`config.mk`:
```
export PLATFORM = sky130hd
export DESIGN_NAME = cbc_queue
export DESIGN_NICKNAME = d
export VERILOG_FILES = /design/src/design/cbc_pkg.sv /design/src/design/cbc_queue.sv
export SDC_FILE = /design/constraint.sdc
export NUM_CORES = 1
export LEC_CHECK = 0
export BUFFER_PORTS_ARGS = -buffer_cell sky130_fd_sc_hd__buf_2
export CORE_MARGIN = 2
export CORE_UTILIZATION = 41
export DETAILED_ROUTE_END_ITERATION = 7
export GPL_TIMING_DRIVEN = 1
export PLACE_DENSITY_LB_ADDON = 0.12
export SLEW_MARGIN = 20
export SYNTH_ARGS = -nofsm -noshare
export SYNTH_HDL_FRONTEND = slang
export SYNTH_SLANG_ARGS = --single-unit
```
`constraint.sdc`:
```
create_clock -name clk_i -period 2 [get_ports clk_i]
set_input_delay 0.1 -clock clk_i [delete_from_list [all_inputs] [get_ports clk_i]]
set_output_delay 0.1 -clock clk_i [all_outputs]
set_load 0.1 [all_outputs]
```
`src/design/cbc_pkg.sv`:
```
// Package for conv2d_bias_clamp: parameters, request codes, queue entry type.
// Depends on nothing.
`timescale 1ns / 1ps
`default_nettype none
package cbc_pkg;
  localparam int MaxInW    = 32;
  localparam int MaxInH    = 32;
  localparam int InDepth   = 8;
  localparam int FiltW     = 3;
  localparam int FiltH     = 3;
  localparam int OutDepth  = 16;

  typedef enum logic [1:0] {
    REQ_PIX  = 2'd0,
    REQ_WGT  = 2'd1,
    REQ_BIAS = 2'd2,
    REQ_COMP = 2'd3
  } req_e;

  typedef enum logic [2:0] {
    CFG_STRIDE_X = 3'd0,
    CFG_STRIDE_Y = 3'd1,
    CFG_PAD_X    = 3'd2,
    CFG_PAD_Y    = 3'd3,
    CFG_IN_W     = 3'd4,
    CFG_IN_H     = 3'd5,
    CFG_ACT_MIN  = 3'd6,
    CFG_ACT_MAX  = 3'd7
  } cfg_e;

  typedef enum logic [1:0] {
    ST_IDLE = 2'd0,
    ST_RUN  = 2'd1,
    ST_FIN  = 2'd2,
    ST_OUT  = 2'd3
  } state_e;

  // One compute job passed from the front to the back.
  typedef struct packed {
    logic [4:0] x;
    logic [4:0] y;
    logic [3:0] chan;
  } job_t;

  // Saturate a 32-bit signed value to 16 bits.
  function automatic logic signed [15:0] sat16(input logic signed [31:0] v);
    if (v > 32'sd32767) return 16'sh7fff;
    else if (v < -32'sd32768) return 16'sh8000;
    else return v[15:0];
  endfunction
endpackage
`default_nettype wire

```
`src/design/cbc_queue.sv`:
```
// Two-entry job queue between the front and the compute engine.
// Depends on cbc_pkg.
`timescale 1ns / 1ps
`default_nettype none
module cbc_queue (
  input  wire logic          clk_i,
  input  wire logic          rst_ni,
  input  wire logic          push_i,
  input  wire cbc_pkg::job_t push_job_i,
  output logic               full_o,
  input  wire logic          pop_i,
  output logic               avail_o,
  output cbc_pkg::job_t      head_o
);
  import cbc_pkg::*;
  job_t       mem_q [2];
  logic       wptr_q, rptr_q;
  logic [1:0] cnt_q;

  assign full_o  = cnt_q == 2'd2;
  assign avail_o = cnt_q != 2'd0;
  assign head_o  = mem_q[rptr_q];

  // Store payload
  always_ff @(posedge clk_i) begin
    if (push_i) mem_q[wptr_q] <= push_job_i;
  end

  // Advance pointers and count
  always_ff @(posedge clk_i or negedge rst_ni) begin
    if (!rst_ni) begin
      wptr_q <= 1'b0;
      rptr_q <= 1'b0;
      cnt_q  <= 2'd0;
    end else begin
      if (push_i) wptr_q <= ~wptr_q;
      if (pop_i) rptr_q <= ~rptr_q;
      cnt_q <= cnt_q + {1'b0, push_i} - {1'b0, pop_i};
    end
  end
endmodule
`default_nettype wire

```
==> results.yml <==
synth:
  yosys.area_share.xor_xnor_pct: 3.27
  netlist_area_um2: 1260
  synth_edf_count: 28
  synth-compound-area-share_pct: 0
  synth_cell_type_count: 13
  synth-main-ff-cell: "edfxtp_1"
  synth_top_family_by_area: "multiplexers"
  ys_ff_latch: 32
  synth_area_per_cell_um2: 21.4
  synthSimpleGateAreaFrac_pct: 1.98
  synth_area_leaders: "edfxtp_1 67%, mux2_4 11%, dfrtp_1 7.9%"
  synthTopCellsByCount: "28 x edfxtp_1, 9 x mux2_4, 5 x mux2_2, 4 x dfrtp_1"
  synthMuxAreaShare_pct: 15.2
  yosysTopAreaCell: "edfxtp_1"
  netlist_instances: 59
  syn_nets: 79
  synthArstFlopShare_pct: 12.5
  yosysWarningCount: 0
  seq_area_frac_synth_pct: 74.5
  synth_fa_ha_area_share_pct: 1.98
  synth.top_cell.area_share_pct: 66.6
  yosysMostFrequentCell: "edfxtp_1"
cts:
  cts-htree-levels: 2
  path_clk_slew_ns: 0.09
  numCtsBuffers: 5
  cts_resized: 0
  clock_latency_ns: 0.33
  numClockSinks: 32
  clockBufferDepth: 2
  cts_tree: "yes"
  cts_root_buffer: "clkbuf_4"
floorplanning:
  die-area_um2: 3540
  core_area_um2: 2980
  start_util_pct: 42.4
  pin_count: 34
  die_width_um: 59.5
  rows: 20
  dieHeight_um: 59.5
drt:
  drtIter0Drc: 8
  dr.pass1.iters: 2
  route.final.wire_length_um: 1870
  routed_via_density: 4.58
  drc: 0
  vias: 691
  drtAntennaViolNets: 0
  post_drt_wl_per_cell_um: 12.4
sta:
  clock.fmax_mhz: 623
  slew_viol_final: 0
  finalSetupViolCount: 0
  tns_ns: 0
  rsz0062_at_grt: "no"
  relSlewSlack_pct: 56.9
  fin_crit_sh_pct: 80.2
  finalCriticalPeriod_ns: 1.60
  hold_viol_final: 0
  tightest_slew_ns: 0.646
  finClkSkew_ns: 0.00922
placed_design:
  dp_hpwl_um: 1220
  gp_congestion: 0.650
  portBuffers: 33
  post-place-cells: 126
finish:
  multi_input_area_um2: 283
  area_growth_pct: 43.5
  final_cells: 151
  seqCellArea_um2: 941
  layout-drive-gt1-share_pct: 49.2
  n_fill_cell: 242
  diodes: 0
  nets: 137
setup_path:
  rrSetupSlack_ns: 0.69
  critPathCaptureType: "output port"
  crit_required_ns: 1.90
  cpMaxStageDelayCell: "buf_2"
  cp-start-kind: "flip-flop"
  cp_slowest_stage_delay_ns: 0.41
  path_class: "flip-flop to output port"
  crit_arrival_ns: 1.50
  worstPathMaxFanout: 8
  critPathBufInv: 2
  crit_family: "buffers and inverters"
  worstPathCellList: "buf_4, mux2_4, buf_2"
global_routing:
  grt.total_usage_pct: 12.8
  grt_max_degree: 15
  grt_pass1_vias: 682
  antenna_found_initial: 0
  grt_overflow: 0
  grt_pass1_wl_um: 3100
flow_run:
  maxCapViolCount: 0
run_status:
  outcome: "finished clean"
worst_hold_path:
  hold_class: "input pin to async pin"
==> registers in the layout, summed over array words and instances (netlist names) <==
| register | flops |
|---|---|
| rptr_q | 1 |
| mem_q | 28 |
| cnt_q | 2 |
| wptr_q | 1 |
==> cell families (layout without fill, tap and decap cells) <==
| logic type | Yosys count | count (layout) |
|---|---|---|
| muxes | 14 | 14 |
| DFF | 32 | 32 |
| xor gates and xnor gates | 3 | 3 |
| buffers and inverters | 4 | 63 |
| and+or+nand+nor | 4 | 4 |
| adders and majority gates | 2 | 2 |
==> path summary, 6_finish.rpt <==
path	startpoint	end	cells past startpoint
setup / recovery	rptr_q	head_o[9]	3
hold / removal	rst_ni	cnt_q[0]	2
setup reg to reg	wptr_q	mem_q[1][0]	1
hold reg to reg	wptr_q	wptr_q	1
max in group asynchronous	rst_ni	rptr_q	2
min in group clk_i	push_job_i[13]	mem_q[1][13]	2
==> cell type report <==
type | count | share of cell area, %
multi-input combinational | 23 | 15.6
clock buffer | 6 | 2.28
sequential | 32 | 51.9
inverter | 2 | 0.414
timing repair buffer | 53 | 25.6
tap | 33 | 2.28
clock inverter | 2 | 1.93
==> layout by cell type (no fill, tap or decap) <==
cell type      synthesis  routed
clkbuf_4               0       5
dfrtp_1                4       4
inv_1                  2       2
buf_4                  0       3
buf_2                  0      26
mux2_4                 9       9
and2_1                 1       1
bufinv_16              0       1
edfxtp_1              28      28
nor2b_1                2       2
dlygate4sd3_1          0      17
or2_2                  1       1
xor2_1                 2       2
ha_1                   2       2
mux2_2                 5       5
clkinv_2               0       1
clkbuf_1               0       1
xor3_1                 1       1
buf_12                 1       7
==> per-layer routing <==
metal / up-vias / track usage, % / routed length (um)
met4: 0 / 9.52 / 53
met3: 8 / 5.24 / 131
met1: 320 / 14.1 / 783
li1: 338 / - / -
met2: 25 / 19.8 / 897
met5: - / 0 / 0
==> what timing repair did <==
item / in CTS / in global routing
hold endpoints to repair: 34 / 0
buffers inserted: 0 / 0
hold buffers: 17 / 0
==> stage by stage <==
step / setup slack [ns] / instance area [um^2] / utilization [%] / hold WS, ns
2_1_floorplan: 0.186 / 1260 / - / -0.196
3_3_place_gp: 0.678 / 1570 / 52.6 / -0.0895
3_5_place_dp: 0.638 / 1570 / 52.6 / -0.0897
4_1_cts: 0.365 / 1810 / 60.8 / 0.0808
5_1_grt: 0.343 / 1810 / 60.8 / 0.0843
6_report: 0.396 / 1810 / 60.8 / 0.0910
Power is not shown: default switching activity piles up to over one toggle a cycle in this logic, so the estimate is an artifact.
