--- src/design/cbc_pkg.sv ---
// Package for conv2d_bias_clamp: parameters, request codes, queue entry type.
// Depends on nothing.
`timescale 1ns / 1ps
`default_nettype none
package cbc_pkg;
  localparam int MaxInW    = 32;
  localparam int MaxInH    = 32;
  localparam int InDepth   = 8;
  localparam int FiltW     = 3;
  localparam int FiltH     = 3;
  localparam int OutDepth  = 16;

  typedef enum logic [1:0] {
    REQ_PIX  = 2'd0,
    REQ_WGT  = 2'd1,
    REQ_BIAS = 2'd2,
    REQ_COMP = 2'd3
  } req_e;

  typedef enum logic [2:0] {
    CFG_STRIDE_X = 3'd0,
    CFG_STRIDE_Y = 3'd1,
    CFG_PAD_X    = 3'd2,
    CFG_PAD_Y    = 3'd3,
    CFG_IN_W     = 3'd4,
    CFG_IN_H     = 3'd5,
    CFG_ACT_MIN  = 3'd6,
    CFG_ACT_MAX  = 3'd7
  } cfg_e;

  typedef enum logic [1:0] {
    ST_IDLE = 2'd0,
    ST_RUN  = 2'd1,
    ST_FIN  = 2'd2,
    ST_OUT  = 2'd3
  } state_e;

  // One compute job passed from the front to the back.
  typedef struct packed {
    logic [4:0] x;
    logic [4:0] y;
    logic [3:0] chan;
  } job_t;

  // Saturate a 32-bit signed value to 16 bits.
  function automatic logic signed [15:0] sat16(input logic signed [31:0] v);
    if (v > 32'sd32767) return 16'sh7fff;
    else if (v < -32'sd32768) return 16'sh8000;
    else return v[15:0];
  endfunction
endpackage
`default_nettype wire

--- src/design/cbc_front.sv ---
// Front end: configuration registers, accepts items, loads or queues jobs.
// Depends on cbc_pkg.
`timescale 1ns / 1ps
`default_nettype none
module cbc_front (
  input  wire logic               clk_i,
  input  wire logic               rst_ni,
  input  wire logic               cfg_valid_i,
  output logic                    cfg_ready_o,
  input  wire logic [2:0]         cfg_index_i,
  input  wire logic [31:0]        cfg_data_i,
  input  wire logic               in_valid_i,
  output logic                    in_stall_o,
  input  wire logic [1:0]         req_type_i,
  input  wire logic [4:0]         out_x_i,
  input  wire logic [4:0]         out_y_i,
  input  wire logic [3:0]         out_chan_i,
  output logic                    ld_valid_o,
  output logic                    push_o,
  output cbc_pkg::job_t           push_job_o,
  input  wire logic               full_i,
  input  wire logic               busy_i,
  output logic [3:0]              stride_x_o,
  output logic [3:0]              stride_y_o,
  output logic [2:0]              pad_x_o,
  output logic [2:0]              pad_y_o,
  output logic [5:0]              in_width_o,
  output logic [5:0]              in_height_o,
  output logic signed [31:0]      act_min_o,
  output logic signed [31:0]      act_max_o
);
  import cbc_pkg::*;
  logic acc;
  assign cfg_ready_o = 1'b1;
  // Hold loads while a compute is queued or running so stores change in order
  assign in_stall_o  = full_i || (req_type_i != REQ_COMP && busy_i);
  assign acc         = in_valid_i && !in_stall_o;
  assign ld_valid_o  = acc && req_type_i != REQ_COMP;
  assign push_o      = acc && req_type_i == REQ_COMP;
  assign push_job_o  = '{x: out_x_i, y: out_y_i, chan: out_chan_i};

  // Register file write
  always_ff @(posedge clk_i or negedge rst_ni) begin
    if (!rst_ni) begin
      stride_x_o <= 4'd1; stride_y_o <= 4'd1;
      pad_x_o <= '0; pad_y_o <= '0;
      in_width_o <= 6'd32; in_height_o <= 6'd32;
      act_min_o <= 32'sh8000_0000; act_max_o <= 32'sh7fff_ffff;
    end else if (cfg_valid_i) begin
      case (cfg_e'(cfg_index_i))
        CFG_STRIDE_X: stride_x_o <= cfg_data_i[3:0];
        CFG_STRIDE_Y: stride_y_o <= cfg_data_i[3:0];
        CFG_PAD_X:    pad_x_o <= cfg_data_i[2:0];
        CFG_PAD_Y:    pad_y_o <= cfg_data_i[2:0];
        CFG_IN_W:     in_width_o <= cfg_data_i[5:0];
        CFG_IN_H:     in_height_o <= cfg_data_i[5:0];
        CFG_ACT_MIN:  act_min_o <= cfg_data_i;
        CFG_ACT_MAX:  act_max_o <= cfg_data_i;
        default:      ;
      endcase
    end
  end
endmodule
`default_nettype wire

--- config.mk ---
export PLATFORM = sky130hd
export DESIGN_NAME = cbc_front
export DESIGN_NICKNAME = d
export VERILOG_FILES = /design/src/design/cbc_pkg.sv /design/src/design/cbc_front.sv
export SDC_FILE = /design/constraint.sdc
export NUM_CORES = 1
export LEC_CHECK = 0
export ABC_AREA = 0
export BUFFER_PORTS_ARGS = -buffer_cell sky130_fd_sc_hd__buf_4
export CAP_MARGIN = 20
export CORE_ASPECT_RATIO = 0.5
export CORE_MARGIN = 2
export CORE_UTILIZATION = 35
export DETAILED_ROUTE_END_ITERATION = 8
export PLACE_DENSITY_LB_ADDON = 0.08
export SLEW_MARGIN = 20
export SYNTH_ARGS = -nofsm -noshare
export SYNTH_HDL_FRONTEND = slang
export SYNTH_SLANG_ARGS = --single-unit
--- constraint.sdc ---
create_clock -name clk_i -period 1 [get_ports clk_i]
set_clock_uncertainty 0.2 [all_clocks]
set_input_delay 0.15 -clock clk_i [delete_from_list [all_inputs] [get_ports clk_i]]
set_output_delay 0.15 -clock clk_i [all_outputs]
set_load 0.02 [all_outputs]
==> out/results.ini <==
[global_routing]
antenna_found_initial=0
grtUsageTotal=0.1626
grt_max_degree=36
grt-ovfl-total=0
grt_pass1_vias=2707
grt_pass1_wl_um=14480

[critical_path]
r2r_setup_slack_ns=-0.11
cp_num_buf_inv=1
cp_slowest_cell=dfstp_2
crit_path_end=act_max_o[20]
path_cells=buf_6
endpoint_kind=primary output
cp-start-kind=flop
r2r_cells=2
required_ns=0.65
arrival_ns=1.01
critPathKind=flop to primary output
path_max_fanout=2
max_stage_delay_ns=0.55
cp.depth=1
critPathLaunch=act_max_o[20]
regToRegStartpoint=stride_x_o[3]
path_delay_family=flip-flops
r2r_end=stride_x_o[3]

[layout]
layout_commonest_cell=buf_6
layout_common_cells=buf_6, mux2_4, buf_4, dfrtp_1, dfstp_2
syn2layout_area_growth_pct=71.44
post-route-util=0.6151
final_net_count=452
n_antenna_cell=0
layout-drive-gt1-share=0.8475

[timing]
final_hold_viol_count=90
setup_viol=134
hold_ws_ns=-0.1490
rsz0062_at_grt=yes
fmax_mhz=735.3
fin_ws_ns=-0.3600
period_share=1.360
fin_crit_ns=1.360
drv_slew=0

[drt]
ant_nets=0
vias_per_cell=4.539
drtIter0Drc=50
drt-total-wl_um=9137
post-route-drc-count=0
via_count=2451
first_pass_iters=4
wl_per_cell_um=16.92

[cts]
path_clk_slew_ns=0.07
numClockSinks=90
cts_tree=built
root_buffer=clkbuf_16
cts_inserted_buffers=9
cts-hold-fix-buffers=1
h-tree-depth=3
clk_latency_ns=0.34
cts_buffer_depth=2

[power]
ir_drop_mv=0.9718
p_leak_nw=3.106
finalPower_mw=13.72
p_per_area_nw_per_um2=2191

[run_status]
violations=hold timing, setup timing
status=finished with violations

[floorplan]
rows=26
die_x_um=148.5
die_y_um=76.25
start_util=0.3588
dieArea_um2=11320
boundaryPins=165
coreArea_um2=10180

[synth]
synth-xor-area-share=0
synth_compound_area_frac=0.002055
mappedNetlistArea_um2=3654
synth_top_family_by_area=multiplexers
avgSynthCellArea_um2=16.68
synthSimpleGateAreaFrac=0.03904
syn_nets=276
ys_ff_latch=90
syn-instance-count=219
synth_cell_type_count=19
yosys.area_share.adder=0
yosysWarnings=0
seq_area_frac_synth=0.6288
synthMuxAreaShare=0.2774

[min_path]
hp-start=cfg_data_i[12]
hold_path.class=primary input to flop

[placement]
portBuffers=135
dp_slack_ns=-0.4474
gp_congestion=0.7440
detailed_place_hpwl_um=6189

[job]
maxCapViolCount=0

-- how the worst min path moves through the flow --
stage / to / slack, ns / cells after the start
6_report: act_max_o[12] / -0.15 / 2
5_1_grt: act_max_o[24] / -0.17 / 2
4_1_cts: act_max_o[11] / -0.16 / 2
3_5_place_dp: act_min_o[5] / -0.05 / 2
3_3_place_gp: pad_y_o[1] / -0.05 / 2
2_1_floorplan: act_max_o[31] / -0.35 / 0
-- logic make-up after synthesis --
family | count (synthesis)
other | 1
and+or+nand+nor | 12
AOI/OAI and AO/OA | 1
buffers and inverters | 25
muxes | 90
DFF | 90
-- worst register-to-register path, stage by stage, from the launching register on --
cell and delay, ns:
dfrtp_1 0.41, buf_6 0.13, mux2_4 0.26
-- registers in the layout (all words and copies together), names as in the netlist --
register     count
in_height_o      6
pad_y_o          3
act_min_o       32
pad_x_o          3
act_max_o       32
stride_y_o       4
stride_x_o       4
in_width_o       6
-- through the flow --
step / instances / hold slack (ns) / setup TNS [ns] / instance area [um2]
4_1_cts: 528 / -0.1641 / -27.54 / 6040
3_5_place_dp: 481 / -0.04883 / -32.06 / 5129
6_report: 540 / -0.1490 / -27.17 / 6264
3_3_place_gp: 481 / -0.05090 / -30.95 / 5129
5_1_grt: 540 / -0.1674 / -31.09 / 6264
2_1_floorplan: 219 / -0.3456 / -18.41 / 4009
-- where the power goes --
group	internal (mW)	total, mW	switching [mW]	leakage, nW
clock	1.71	3.17	1.46	0.134
sequential	4.69	5.36	0.669	1.03
combinational	3.23	5.19	1.96	1.95
-- layout make-up --
class	count	area [um2]
flip-flops and latches	90	2297
clock inverters	6	47.55
well taps	140	175.2
fillers	788	3919
clock buffers	10	229.0
multi-input cells	104	1494
repair buffers	190	2021
-- layer usage --
metal | routed length [um] | share of wire | GRT usage
met1 | 3970 | 0.43 | 0.2095
met2 | 4435 | 0.49 | 0.2653
met3 | 570 | 0.062 | 0.05030
met4 | 160 | 0.018 | 0.04857
met5 | 0 | 0 | 0
-- what timing repair did --
action,CTS,global route
pin swaps,3,3
setup buffers,30,18
resized for setup,105,36
endpoints found under the setup margin,114,130
endpoints found under the hold margin,180,90
-- cell usage after synthesis --
cell type  instances  area [um2]
mux2_2            58       653.1
nor4bb_1           1       10.01
conb_1             1       3.750
nand4_4            1       21.27
nand4b_1           2       17.52
nand4b_4           1       23.77
mux2_1            32       360.4
nor4b_4            1       23.77
buf_4             18       135.1
nor2_1             1       3.750
nand2_1            1       3.750
buf_6              3       33.78
and4bb_2           2       25.02
dfstp_2           36       945.9
dfrtp_1           54        1351
nor3b_1            1       7.510
a21o_1             1       7.510
buf_2              4       20.02
nand2b_1           1       6.260
Power figures use the tool's default switching activity.
